<file path="src/hdl/ssrc_pkg.sv">
// shared types, constants and codes of the session sequence replay check
`default_nettype none
package ssrc_pkg;

  localparam int RETIRED_DEPTH = 8;
  localparam int RETIRED_AW    = (RETIRED_DEPTH > 1) ? $clog2(RETIRED_DEPTH) : 1;
  localparam int FILL_W        = $clog2(RETIRED_DEPTH + 1);

  localparam int CFG_IDX_W  = 3;
  localparam int CFG_DATA_W = 64;

  localparam logic [CFG_IDX_W-1:0] CFG_PEER_ADDRESS    = 3'd0;
  localparam logic [CFG_IDX_W-1:0] CFG_PEER_PORT       = 3'd1;
  localparam logic [CFG_IDX_W-1:0] CFG_EXPECTED_SENDER = 3'd2;
  localparam logic [CFG_IDX_W-1:0] CFG_MAX_FORWARD_GAP = 3'd3;
  localparam logic [CFG_IDX_W-1:0] CFG_STALE_AFTER_MS  = 3'd4;

  localparam logic [30:0] GAP_RESET   = 31'd1024;
  localparam logic [31:0] STALE_RESET = 32'd1000;
  localparam logic [31:0] HALF_RANGE  = 32'h8000_0000;

  localparam logic [1:0] FUNC_CHECK = 2'd0;
  localparam logic [1:0] FUNC_STALE = 2'd1;
  localparam logic [1:0] FUNC_CLEAR = 2'd2;

  localparam logic [2:0] DEC_ACCEPTED  = 3'd0;
  localparam logic [2:0] DEC_SOURCE    = 3'd1;
  localparam logic [2:0] DEC_SENDER    = 3'd2;
  localparam logic [2:0] DEC_RETIRED   = 3'd3;
  localparam logic [2:0] DEC_REPLAY    = 3'd4;
  localparam logic [2:0] DEC_REORDERED = 3'd5;
  localparam logic [2:0] DEC_GAP       = 3'd6;

  typedef struct packed {
    logic [1:0]  func;
    logic [31:0] source_address;
    logic [15:0] source_port;
    logic [63:0] frame_sender;
    logic [63:0] frame_epoch;
    logic [31:0] sequence_req;
    logic [31:0] time_ms;
  } in_item_t;

  typedef struct packed {
    logic [2:0] decision;
    logic       is_stale;
  } out_item_t;

  // controller to datapath
  typedef struct packed {
    logic       latch_in;
    logic       dec_load;
    logic [2:0] dec_val;
    logic       stale_load;
    logic       adopt_epoch;
    logic       push_epoch;
    logic       seq_commit;
    logic       clear_sess;
    logic       scan_clear;
    logic       scan_inc;
    logic       load_out;
  } dp_cmd_t;

  // datapath to controller
  typedef struct packed {
    logic [1:0] func;
    logic       src_ok;
    logic       snd_ok;
    logic       epoch_known;
    logic       epoch_same;
    logic       scan_done;
    logic       hist_hit;
    logic [2:0] seq_dec;
  } dp_status_t;

endpackage
`default_nettype wire

</file>
<file path="src/hdl/ssrc_ram.sv">
// generic single write port ram with registered read
`default_nettype none
module ssrc_ram #(
  parameter int WIDTH = 64,
  parameter int DEPTH = 8
) (
  input  wire logic                                     clk,
  input  wire logic                                     we,
  input  wire logic [((DEPTH > 1) ? $clog2(DEPTH) : 1)-1:0] waddr,
  input  wire logic [WIDTH-1:0]                         wdata,
  input  wire logic [((DEPTH > 1) ? $clog2(DEPTH) : 1)-1:0] raddr,
  output logic      [WIDTH-1:0]                         rdata
);

  logic [WIDTH-1:0] mem_r [DEPTH];

  always_ff @(posedge clk) begin
    if (we) begin
      mem_r[waddr] <= wdata;
    end
    rdata <= mem_r[raddr];
  end

endmodule
`default_nettype wire

</file>
<file path="src/hdl/ssrc_datapath.sv">
// datapath: config registers, session state, retired epoch history, result registers
`default_nettype none
module ssrc_datapath (
  input  wire logic                                clk,
  input  wire logic                                rst_n,
  input  wire ssrc_pkg::in_item_t                  in_data,
  input  wire logic                                cfg_we,
  input  wire logic [ssrc_pkg::CFG_IDX_W-1:0]      cfg_index,
  input  wire logic [ssrc_pkg::CFG_DATA_W-1:0]     cfg_data,
  input  wire ssrc_pkg::dp_cmd_t                   cmd,
  output ssrc_pkg::dp_status_t                     status,
  output ssrc_pkg::out_item_t                      out_data
);

  localparam int AW = ssrc_pkg::RETIRED_AW;
  localparam int FW = ssrc_pkg::FILL_W;

  // configuration
  logic [31:0] peer_addr_r;
  logic [15:0] peer_port_r;
  logic [63:0] exp_sender_r;
  logic [30:0] max_gap_r;
  logic [31:0] stale_after_r;

  // session state
  ssrc_pkg::in_item_t in_r;
  logic [63:0]        cur_epoch_r, cur_epoch_nxt;
  logic               epoch_known_r, epoch_known_nxt;
  logic               seq_known_r, seq_known_nxt;
  logic [31:0]        last_seq_r, last_seq_nxt;
  logic [31:0]        last_time_r, last_time_nxt;
  logic [FW-1:0]      fill_r, fill_nxt;
  logic [AW-1:0]      head_r, head_nxt;
  logic [FW-1:0]      scan_idx_r, scan_idx_nxt;
  logic [2:0]         dec_r, dec_nxt;
  logic               stale_r, stale_nxt;
  ssrc_pkg::out_item_t out_r;

  logic [63:0]   hist_rdata;
  logic [AW-1:0] hist_waddr;
  logic          hist_full;
  logic          snd_ok;
  logic          snd_done;
  logic [7:0]    byte_a, byte_b;
  logic [31:0]   delta;
  logic [31:0]   age;
  logic [2:0]    seq_dec;
  logic          stale_now;

  always_ff @(posedge clk) begin
    if (!rst_n) begin
      peer_addr_r   <= '0;
      peer_port_r   <= '0;
      exp_sender_r  <= '0;
      max_gap_r     <= ssrc_pkg::GAP_RESET;
      stale_after_r <= ssrc_pkg::STALE_RESET;
    end else if (cfg_we) begin
      case (cfg_index)
        ssrc_pkg::CFG_PEER_ADDRESS:    peer_addr_r   <= cfg_data[31:0];
        ssrc_pkg::CFG_PEER_PORT:       peer_port_r   <= cfg_data[15:0];
        ssrc_pkg::CFG_EXPECTED_SENDER: exp_sender_r  <= cfg_data;
        ssrc_pkg::CFG_MAX_FORWARD_GAP: max_gap_r     <= cfg_data[30:0];
        ssrc_pkg::CFG_STALE_AFTER_MS:  stale_after_r <= cfg_data[31:0];
        default: ;
      endcase
    end
  end

  // sender id compare, stops at the first byte that differs or that is zero in both
  always_comb begin
    snd_ok   = 1'b1;
    snd_done = 1'b0;
    byte_a   = '0;
    byte_b   = '0;
    for (int i = 0; i < 8; i++) begin
      byte_a = in_r.frame_sender[8*i +: 8];
      byte_b = exp_sender_r[8*i +: 8];
      if (!snd_done) begin
        if (byte_a != byte_b) begin
          snd_ok   = 1'b0;
          snd_done = 1'b1;
        end else if (byte_a == 8'd0) begin
          snd_done = 1'b1;
        end
      end
    end
  end

  always_comb begin
    delta = in_r.sequence_req - last_seq_r;
    if (!seq_known_r) begin
      seq_dec = ssrc_pkg::DEC_ACCEPTED;
    end else if (delta == 32'd0) begin
      seq_dec = ssrc_pkg::DEC_REPLAY;
    end else if (delta >= ssrc_pkg::HALF_RANGE) begin
      seq_dec = ssrc_pkg::DEC_REORDERED;
    end else if (delta[30:0] > max_gap_r) begin
      seq_dec = ssrc_pkg::DEC_GAP;
    end else begin
      seq_dec = ssrc_pkg::DEC_ACCEPTED;
    end
    age       = in_r.time_ms - last_time_r;
    stale_now = !seq_known_r || (age > stale_after_r);
  end

  assign hist_full  = (fill_r == FW'(ssrc_pkg::RETIRED_DEPTH));
  assign hist_waddr = hist_full ? head_r : fill_r[AW-1:0];

  // history kept as a ring: once full, the oldest entry sits at head
  ssrc_ram #(
    .WIDTH (64),
    .DEPTH (ssrc_pkg::RETIRED_DEPTH)
  ) u_hist (
    .clk   (clk),
    .we    (cmd.push_epoch),
    .waddr (hist_waddr),
    .wdata (cur_epoch_r),
    .raddr (scan_idx_r[AW-1:0]),
    .rdata (hist_rdata)
  );

  always_comb begin
    cur_epoch_nxt   = cur_epoch_r;
    epoch_known_nxt = epoch_known_r;
    seq_known_nxt   = seq_known_r;
    last_seq_nxt    = last_seq_r;
    last_time_nxt   = last_time_r;
    fill_nxt        = fill_r;
    head_nxt        = head_r;
    scan_idx_nxt    = scan_idx_r;
    dec_nxt         = dec_r;
    stale_nxt       = stale_r;

    if (cmd.latch_in) begin
      dec_nxt   = ssrc_pkg::DEC_ACCEPTED;
      stale_nxt = 1'b0;
    end
    if (cmd.dec_load) begin
      dec_nxt = cmd.dec_val;
    end
    if (cmd.stale_load) begin
      stale_nxt = stale_now;
    end
    if (cmd.adopt_epoch) begin
      cur_epoch_nxt   = in_r.frame_epoch;
      epoch_known_nxt = 1'b1;
      seq_known_nxt   = 1'b0;
    end
    if (cmd.push_epoch) begin
      cur_epoch_nxt = in_r.frame_epoch;
      seq_known_nxt = 1'b0;
      if (!hist_full) begin
        fill_nxt = fill_r + FW'(1);
      end else if (head_r == AW'(ssrc_pkg::RETIRED_DEPTH - 1)) begin
        head_nxt = '0;
      end else begin
        head_nxt = head_r + AW'(1);
      end
    end
    if (cmd.seq_commit) begin
      last_seq_nxt  = in_r.sequence_req;
      last_time_nxt = in_r.time_ms;
      seq_known_nxt = 1'b1;
    end
    if (cmd.scan_clear) begin
      scan_idx_nxt = '0;
    end else if (cmd.scan_inc) begin
      scan_idx_nxt = scan_idx_r + FW'(1);
    end
    if (cmd.clear_sess) begin
      cur_epoch_nxt   = '0;
      epoch_known_nxt = 1'b0;
      seq_known_nxt   = 1'b0;
      last_seq_nxt    = '0;
      last_time_nxt   = '0;
      fill_nxt        = '0;
      head_nxt        = '0;
    end
  end

  always_ff @(posedge clk) begin
    if (!rst_n) begin
      cur_epoch_r   <= '0;
      epoch_known_r <= 1'b0;
      seq_known_r   <= 1'b0;
      last_seq_r    <= '0;
      last_time_r   <= '0;
      fill_r        <= '0;
      head_r        <= '0;
      scan_idx_r    <= '0;
    end else begin
      cur_epoch_r   <= cur_epoch_nxt;
      epoch_known_r <= epoch_known_nxt;
      seq_known_r   <= seq_known_nxt;
      last_seq_r    <= last_seq_nxt;
      last_time_r   <= last_time_nxt;
      fill_r        <= fill_nxt;
      head_r        <= head_nxt;
      scan_idx_r    <= scan_idx_nxt;
    end
  end

  always_ff @(posedge clk) begin
    if (cmd.latch_in) begin
      in_r <= in_data;
    end
    dec_r   <= dec_nxt;
    stale_r <= stale_nxt;
    if (cmd.load_out) begin
      out_r.decision <= dec_r;
      out_r.is_stale <= stale_r;
    end
  end

  assign status.func        = in_r.func;
  assign status.src_ok      = (in_r.source_address == peer_addr_r) &&
                              (in_r.source_port == peer_port_r);
  assign status.snd_ok      = snd_ok;
  assign status.epoch_known = epoch_known_r;
  assign status.epoch_same  = (in_r.frame_epoch == cur_epoch_r);
  assign status.scan_done   = (scan_idx_r >= fill_r);
  assign status.hist_hit    = (hist_rdata == in_r.frame_epoch);
  assign status.seq_dec     = seq_dec;

  assign out_data = out_r;

endmodule
`default_nettype wire

</file>
<file path="src/hdl/ssrc_ctrl.sv">
// controller: sequences one item through the datapath and owns both handshakes
`default_nettype none
module ssrc_ctrl (
  input  wire logic                 clk,
  input  wire logic                 rst_n,
  input  wire logic                 in_valid,
  output logic                      in_stall,
  output logic                      out_valid,
  input  wire logic                 out_stall,
  input  wire ssrc_pkg::dp_status_t status,
  output ssrc_pkg::dp_cmd_t         cmd
);

  typedef enum logic [5:0] {
    ST_IDLE     = 6'b000001,
    ST_EXEC     = 6'b000010,
    ST_SCAN_RD  = 6'b000100,
    ST_SCAN_CMP = 6'b001000,
    ST_SEQ      = 6'b010000,
    ST_DONE     = 6'b100000
  } state_t;

  state_t state_r, state_nxt;
  logic   out_valid_r, out_valid_nxt;
  logic   out_free;

  assign in_stall = (state_r != ST_IDLE);
  assign out_free = !out_valid_r || !out_stall;

  always_comb begin
    state_nxt = state_r;
    cmd       = '0;
    case (state_r)
      ST_IDLE: begin
        if (in_valid) begin
          cmd.latch_in = 1'b1;
          state_nxt    = ST_EXEC;
        end
      end
      ST_EXEC: begin
        state_nxt = ST_DONE;
        case (status.func)
          ssrc_pkg::FUNC_CHECK: begin
            if (!status.src_ok) begin
              cmd.dec_load = 1'b1;
              cmd.dec_val  = ssrc_pkg::DEC_SOURCE;
            end else if (!status.snd_ok) begin
              cmd.dec_load = 1'b1;
              cmd.dec_val  = ssrc_pkg::DEC_SENDER;
            end else if (!status.epoch_known) begin
              cmd.adopt_epoch = 1'b1;
              state_nxt       = ST_SEQ;
            end else if (!status.epoch_same) begin
              cmd.scan_clear = 1'b1;
              state_nxt      = ST_SCAN_RD;
            end else begin
              state_nxt = ST_SEQ;
            end
          end
          ssrc_pkg::FUNC_STALE: cmd.stale_load = 1'b1;
          ssrc_pkg::FUNC_CLEAR: cmd.clear_sess = 1'b1;
          default: ;
        endcase
      end
      ST_SCAN_RD: begin
        // history entry at the scan index is read on this edge
        if (status.scan_done) begin
          cmd.push_epoch = 1'b1;
          state_nxt      = ST_SEQ;
        end else begin
          state_nxt = ST_SCAN_CMP;
        end
      end
      ST_SCAN_CMP: begin
        if (status.hist_hit) begin
          cmd.dec_load = 1'b1;
          cmd.dec_val  = ssrc_pkg::DEC_RETIRED;
          state_nxt    = ST_DONE;
        end else begin
          cmd.scan_inc = 1'b1;
          state_nxt    = ST_SCAN_RD;
        end
      end
      ST_SEQ: begin
        cmd.dec_load   = 1'b1;
        cmd.dec_val    = status.seq_dec;
        cmd.seq_commit = (status.seq_dec == ssrc_pkg::DEC_ACCEPTED);
        state_nxt      = ST_DONE;
      end
      ST_DONE: begin
        if (out_free) begin
          cmd.load_out = 1'b1;
          state_nxt    = ST_IDLE;
        end
      end
      default: state_nxt = ST_IDLE;
    endcase
  end

  always_comb begin
    out_valid_nxt = out_valid_r;
    if (cmd.load_out) begin
      out_valid_nxt = 1'b1;
    end else if (out_valid_r && !out_stall) begin
      out_valid_nxt = 1'b0;
    end
  end

  always_ff @(posedge clk) begin
    if (!rst_n) begin
      state_r     <= ST_IDLE;
      out_valid_r <= 1'b0;
    end else begin
      state_r     <= state_nxt;
      out_valid_r <= out_valid_nxt;
    end
  end

  assign out_valid = out_valid_r;

endmodule
`default_nettype wire

</file>
<file path="src/hdl/session_sequence_replay_check.sv">
// a stale query, a clear, an unused code or a source or sender mismatch goes from exec
// straight to done; a frame with no epoch change passes through the sequence check; an epoch
// change first scans each retired epoch held (ram read and compare), then, if none matches,
// the sequence check; one item at a time, the next item is taken while a result waits
// reset: synchronous active low; session state and config return to defaults, the history
// ram is not cleared and only entries below the fill count are ever compared
`default_nettype none
module session_sequence_replay_check (
  input  wire logic                             clk,
  input  wire logic                             rst_n,
  input  wire logic                             in_valid,
  output logic                                  in_stall,
  input  wire ssrc_pkg::in_item_t               in_data,
  output logic                                  out_valid,
  input  wire logic                             out_stall,
  output ssrc_pkg::out_item_t                   out_data,
  input  wire logic                             cfg_valid,
  output logic                                  cfg_ready,
  input  wire logic [ssrc_pkg::CFG_IDX_W-1:0]   cfg_index,
  input  wire logic [ssrc_pkg::CFG_DATA_W-1:0]  cfg_data
);

  ssrc_pkg::dp_cmd_t    cmd;
  ssrc_pkg::dp_status_t status;

  assign cfg_ready = 1'b1;

  ssrc_ctrl u_ctrl (
    .clk       (clk),
    .rst_n     (rst_n),
    .in_valid  (in_valid),
    .in_stall  (in_stall),
    .out_valid (out_valid),
    .out_stall (out_stall),
    .status    (status),
    .cmd       (cmd)
  );

  ssrc_datapath u_dp (
    .clk       (clk),
    .rst_n     (rst_n),
    .in_data   (in_data),
    .cfg_we    (cfg_valid && cfg_ready),
    .cfg_index (cfg_index),
    .cfg_data  (cfg_data),
    .cmd       (cmd),
    .status    (status),
    .out_data  (out_data)
  );

endmodule
`default_nettype wire

</file>
<file path="config.mk">
export PLATFORM = sky130hd
export DESIGN_NAME = session_sequence_replay_check
export DESIGN_NICKNAME = d
export VERILOG_FILES = /design/src/hdl/ssrc_pkg.sv /design/src/hdl/ssrc_ram.sv /design/src/hdl/ssrc_datapath.sv /design/src/hdl/ssrc_ctrl.sv /design/src/hdl/session_sequence_replay_check.sv
export SDC_FILE = /design/constraint.sdc
export NUM_CORES = 2
export LEC_CHECK = 0
export BUFFER_PORTS_ARGS = -buffer_cell sky130_fd_sc_hd__buf_4
export CAP_MARGIN = 20
export CORE_MARGIN = 2
export CORE_UTILIZATION = 55
export DETAILED_ROUTE_END_ITERATION = 10
export PLACE_DENSITY = 0.76
export SLEW_MARGIN = 10
export SYNTH_ARGS = -nofsm -noshare
export SYNTH_HDL_FRONTEND = slang
export SYNTH_SLANG_ARGS = --single-unit
</file>
<file path="constraint.sdc">
create_clock -name clk -period 6.46 [get_ports clk]
set_clock_uncertainty 0.1 [all_clocks]
set_input_delay 1.292 -clock clk [delete_from_list [all_inputs] [get_ports clk]]
set_output_delay 1.292 -clock clk [all_outputs]
set_load 0.05 [all_outputs]
</file>
==> flow_summary.ini <==
[critical_path]
cp-endpoint = u_dp.last_seq_r[12]
cp_num_cells = 21
ff2ff_setup_slack_ns = 1.08
cp_slowest_stage_delay_ns = 0.41
path_cells = inv_1, ha_1, fa_1, nand2b_1, a21oi_1, a21o_1, a21oi_1, a221oi_1, inv_1, ha_1, a21o_1, a21o_1, a21oi_1, nor2_1, a2111oi_0, o21ai_0, a22o_1, nand3b_1, o21ai_4, buf_12, mux2i_1
cp_num_buf_inv = 3
path_delay_family = compound AO/OA/AOI/OAI gates
cpMaxStageDelayCell = a221oi_1
worstPathArrival_ns = 5.89
crit_path_end_kind = flip-flop
startpoint = u_dp.in_r[32]
criticalPathCategory = flip-flop to flip-flop
ff2ff_path_depth = 21
worstSetupStartpointType = flip-flop
critical_path_required_ns = 6.96
crit_fanout = 65
r2r_end = u_dp.last_seq_r[12]
r2r-start = u_dp.in_r[32]

[synthesis]
synthArstFlopShare_pct = 0
synth_seq_area_share_pct = 63.2
synth_common_cells = edfxtp_1, nand2_1, dfxtp_1
synth_seq_cells = 1149
syn_avg_cell_area_um2 = 13.4
synthCells = 3616
synth_top_area_share_pct = 47.2
yosysMostFrequentCell = edfxtp_1
ys_types = 72
yosysTopAreaCell = edfxtp_1
ys_warn_count = 0
syn-num-nets = 4066
synth_edf_count = 762
synth_area_leaders = edfxtp_1, dfxtp_1, mux4_2
syn_area_um2 = 48400
ys.flop_type = edfxtp_1

[placed_design]
dp_hpwl_mm = 77.8
place_congestion = 0.890
dp_cells = 4984
dp_slack_ns = 1.18
placed_cell_area_um2 = 52100
port_buffers = 319

[clock_tree]
cts_root_buf = clkbuf_16
post_cts_resized = 0
cts_setup_buffers = 0
cts.sinks = 1149
cts_buffers = 112
htreeDepth = 3
cts.hold.buffers_added = 0
clk_pin_slew_ns = 0.06
cts_tree = built
cts_max_path_buffers = 3
clkLatencyLatePin_ns = 0.72

[routing]
vias = 30005
initialDrtViolationCount = 2418
drt-total-wl_mm = 118
via_per_inst = 5.77
ant_nets = 0
drt_pass1_iterations = 5
drc = 0
wire_per_inst_um = 22.7

[sta]
tns_ns = 0
max_freq_mhz = 186
period_share_pct = 83.3
slew_headroom_pct = 22.6
finalCriticalPeriod_ns = 5.38
worst_slew_pin_slew_ns = 1.16
fin_ws_ns = 1.08
hold_violations = 0
setup_viol = 0
maxSlewViolCount = 0
rsz0062_at_grt = no

[floorplanning]
io_pins = 321
die-width_um = 301
initial_core_util_pct = 55.7
core_um2 = 87000
die_area_um2 = 90500
die_y_um = 301
row_count = 108

[global_routing]
grt_max_degree = 125
grt_pass1_wl_mm = 177
grt_usage_pct = 25.9
antenna_found_initial = 7
overflow = 0
grt_pass1_vias = 29632

[pwr]
peakVddDrop_uv = 246
power_density_nw_per_um2 = 281
p_leak_uw = 0.0175

[final_layout]
design_area_um2 = 55900
drive_gt1_share_pct = 18.5
stdcell_count = 5204
syn2layout_area_growth_pct = 15.4
fill_cells = 6244
layout.nets = 4397
fin_util_pct = 64.2
multi_input_area_um2 = 16800
regArea_um2 = 30600

[min_path]
hold_path.class = flip-flop to flip-flop

[status]
outcome = complete, no violations

[run]
max_cap_viol_count = 0
logic make-up (layout without fill, tap and decap cells):
| group | after synthesis | in the layout | share of synthesized area [%] |
|---|---|---|---|
| xor gates and xnor gates | 290 | 290 | 5.24 |
| buffers and inverters | 291 | 721 | 2.39 |
| AOI/OAI and AO/OA | 461 | 461 | 6.55 |
| and+or+nand+nor | 962 | 962 | 8.83 |
| other | 1 | 4 | 0.00774 |
| muxes | 326 | 326 | 10.2 |
| DFF | 1149 | 1149 | 63.2 |
| adders and majority gates | 136 | 136 | 3.54 |
area by class of cell:
type	count	area share [%]
timing repair buffer	358	4.98
antenna	3	0.0134
tap	1155	2.59
multi-input combinational	2176	30.0
clock inverter	50	1.03
clock buffer	163	5.59
sequential	1149	54.8
inverter	150	1.01
state kept, by name, summed over array words and instances, names as in the netlist:
| name | flops |
|---|---|
| u_ctrl.state_r | 6 |
| u_dp.byte_a | 8 |
| u_dp.head_r | 3 |
| u_dp.dec_r | 3 |
| u_dp.status | 2 |
| u_dp.last_time_r | 32 |
| u_dp.peer_port_r | 16 |
| u_dp.scan_idx_r | 4 |
| u_dp.fill_r | 4 |
| u_dp.max_gap_r | 31 |
| u_dp.stale_after_r | 32 |
| u_dp.stale_r | 1 |
| u_dp.in_r | 232 |
| u_dp.out_data | 4 |
| u_dp.u_hist.mem_r | 512 |
| u_dp.last_seq_r | 32 |
| u_ctrl.out_valid | 1 |
| u_dp.cur_epoch_r | 64 |
| u_dp.peer_addr_r | 32 |
| u_dp.epoch_known_r | 1 |
| u_dp.u_hist.rdata | 64 |
| u_dp.exp_sender_r | 64 |
| u_dp.seq_known_r | 1 |
how the worst min path moves through the flow:
stage                   from               end  slack [ns]  cells past startpoint
4_1_cts        u_dp.dec_r[1]  u_dp.out_data[2]        0.30                      0
3_3_place_gp   u_dp.dec_r[1]  u_dp.out_data[2]        0.30                      0
3_5_place_dp   u_dp.dec_r[2]  u_dp.out_data[3]        0.31                      0
6_report       u_dp.dec_r[2]  u_dp.out_data[3]        0.31                      0
5_1_grt        u_dp.dec_r[1]  u_dp.out_data[2]        0.31                      0
2_1_floorplan   u_dp.stale_r  u_dp.out_data[0]        0.30                      0
routing by layer:
metal  GRT usage (%)  vias up  part of all wire (%)  wire length (um)
li1                -    13832                     -                 -
met1            34.6    14832                    40             47500
met2            43.7     1174                    49             58100
met3            5.29      157                   8.2              9660
met4            6.43       10                   2.2              2570
met5               0        -                 0.055                65
cells in the final DEF (no fill, tap or decap), types with 5 or more instances in the layout:
cell and n:
inv_1 149, mux4_2 128, nand2_1 544, a21o_1 45
clkbuf_8 11, o211ai_1 21, a211oi_1 9, nor4_1 62
nor3_1 31, bufinv_16 9, clkbuf_16 113, clkinvlp_4 5
nand3_1 17, buf_4 349, o21ai_0 51, or3_1 12
edfxtp_1 762, buf_12 6, clkinv_2 22, nand3b_1 6
a21oi_1 82, a31oi_1 5, clkinv_1 6, nand2b_1 10
mux2i_1 134, and2_1 12, nor2_1 140, or4_1 8
mux2_2 64, dfxtp_1 384, clkbuf_1 39, nand4_1 58
nor2_4 9, nor2b_1 18, o21a_1 19, xnor2_1 140
a21boi_0 172, ha_1 134, and3_1 15, xor2_1 150
metrics by stage:
step / power [uW] / hold WS [ns]
2_1_floorplan: 8870 / 0.300
3_3_place_gp: 9310 / 0.303
3_5_place_dp: 9320 / 0.306
4_1_cts: 15800 / 0.301
5_1_grt: 16200 / 0.310
6_report: 15700 / 0.313
report_power, final:
group | leakage [uW] | total [uW] | internal (uW) | switching [uW]
sequential | 0.00903 | 8090 | 7960 | 123
combinational | 0.00663 | 1090 | 461 | 629
clock | 0.00180 | 6540 | 3740 | 2800
Note: power is estimated with default switching activity, not from simulation.
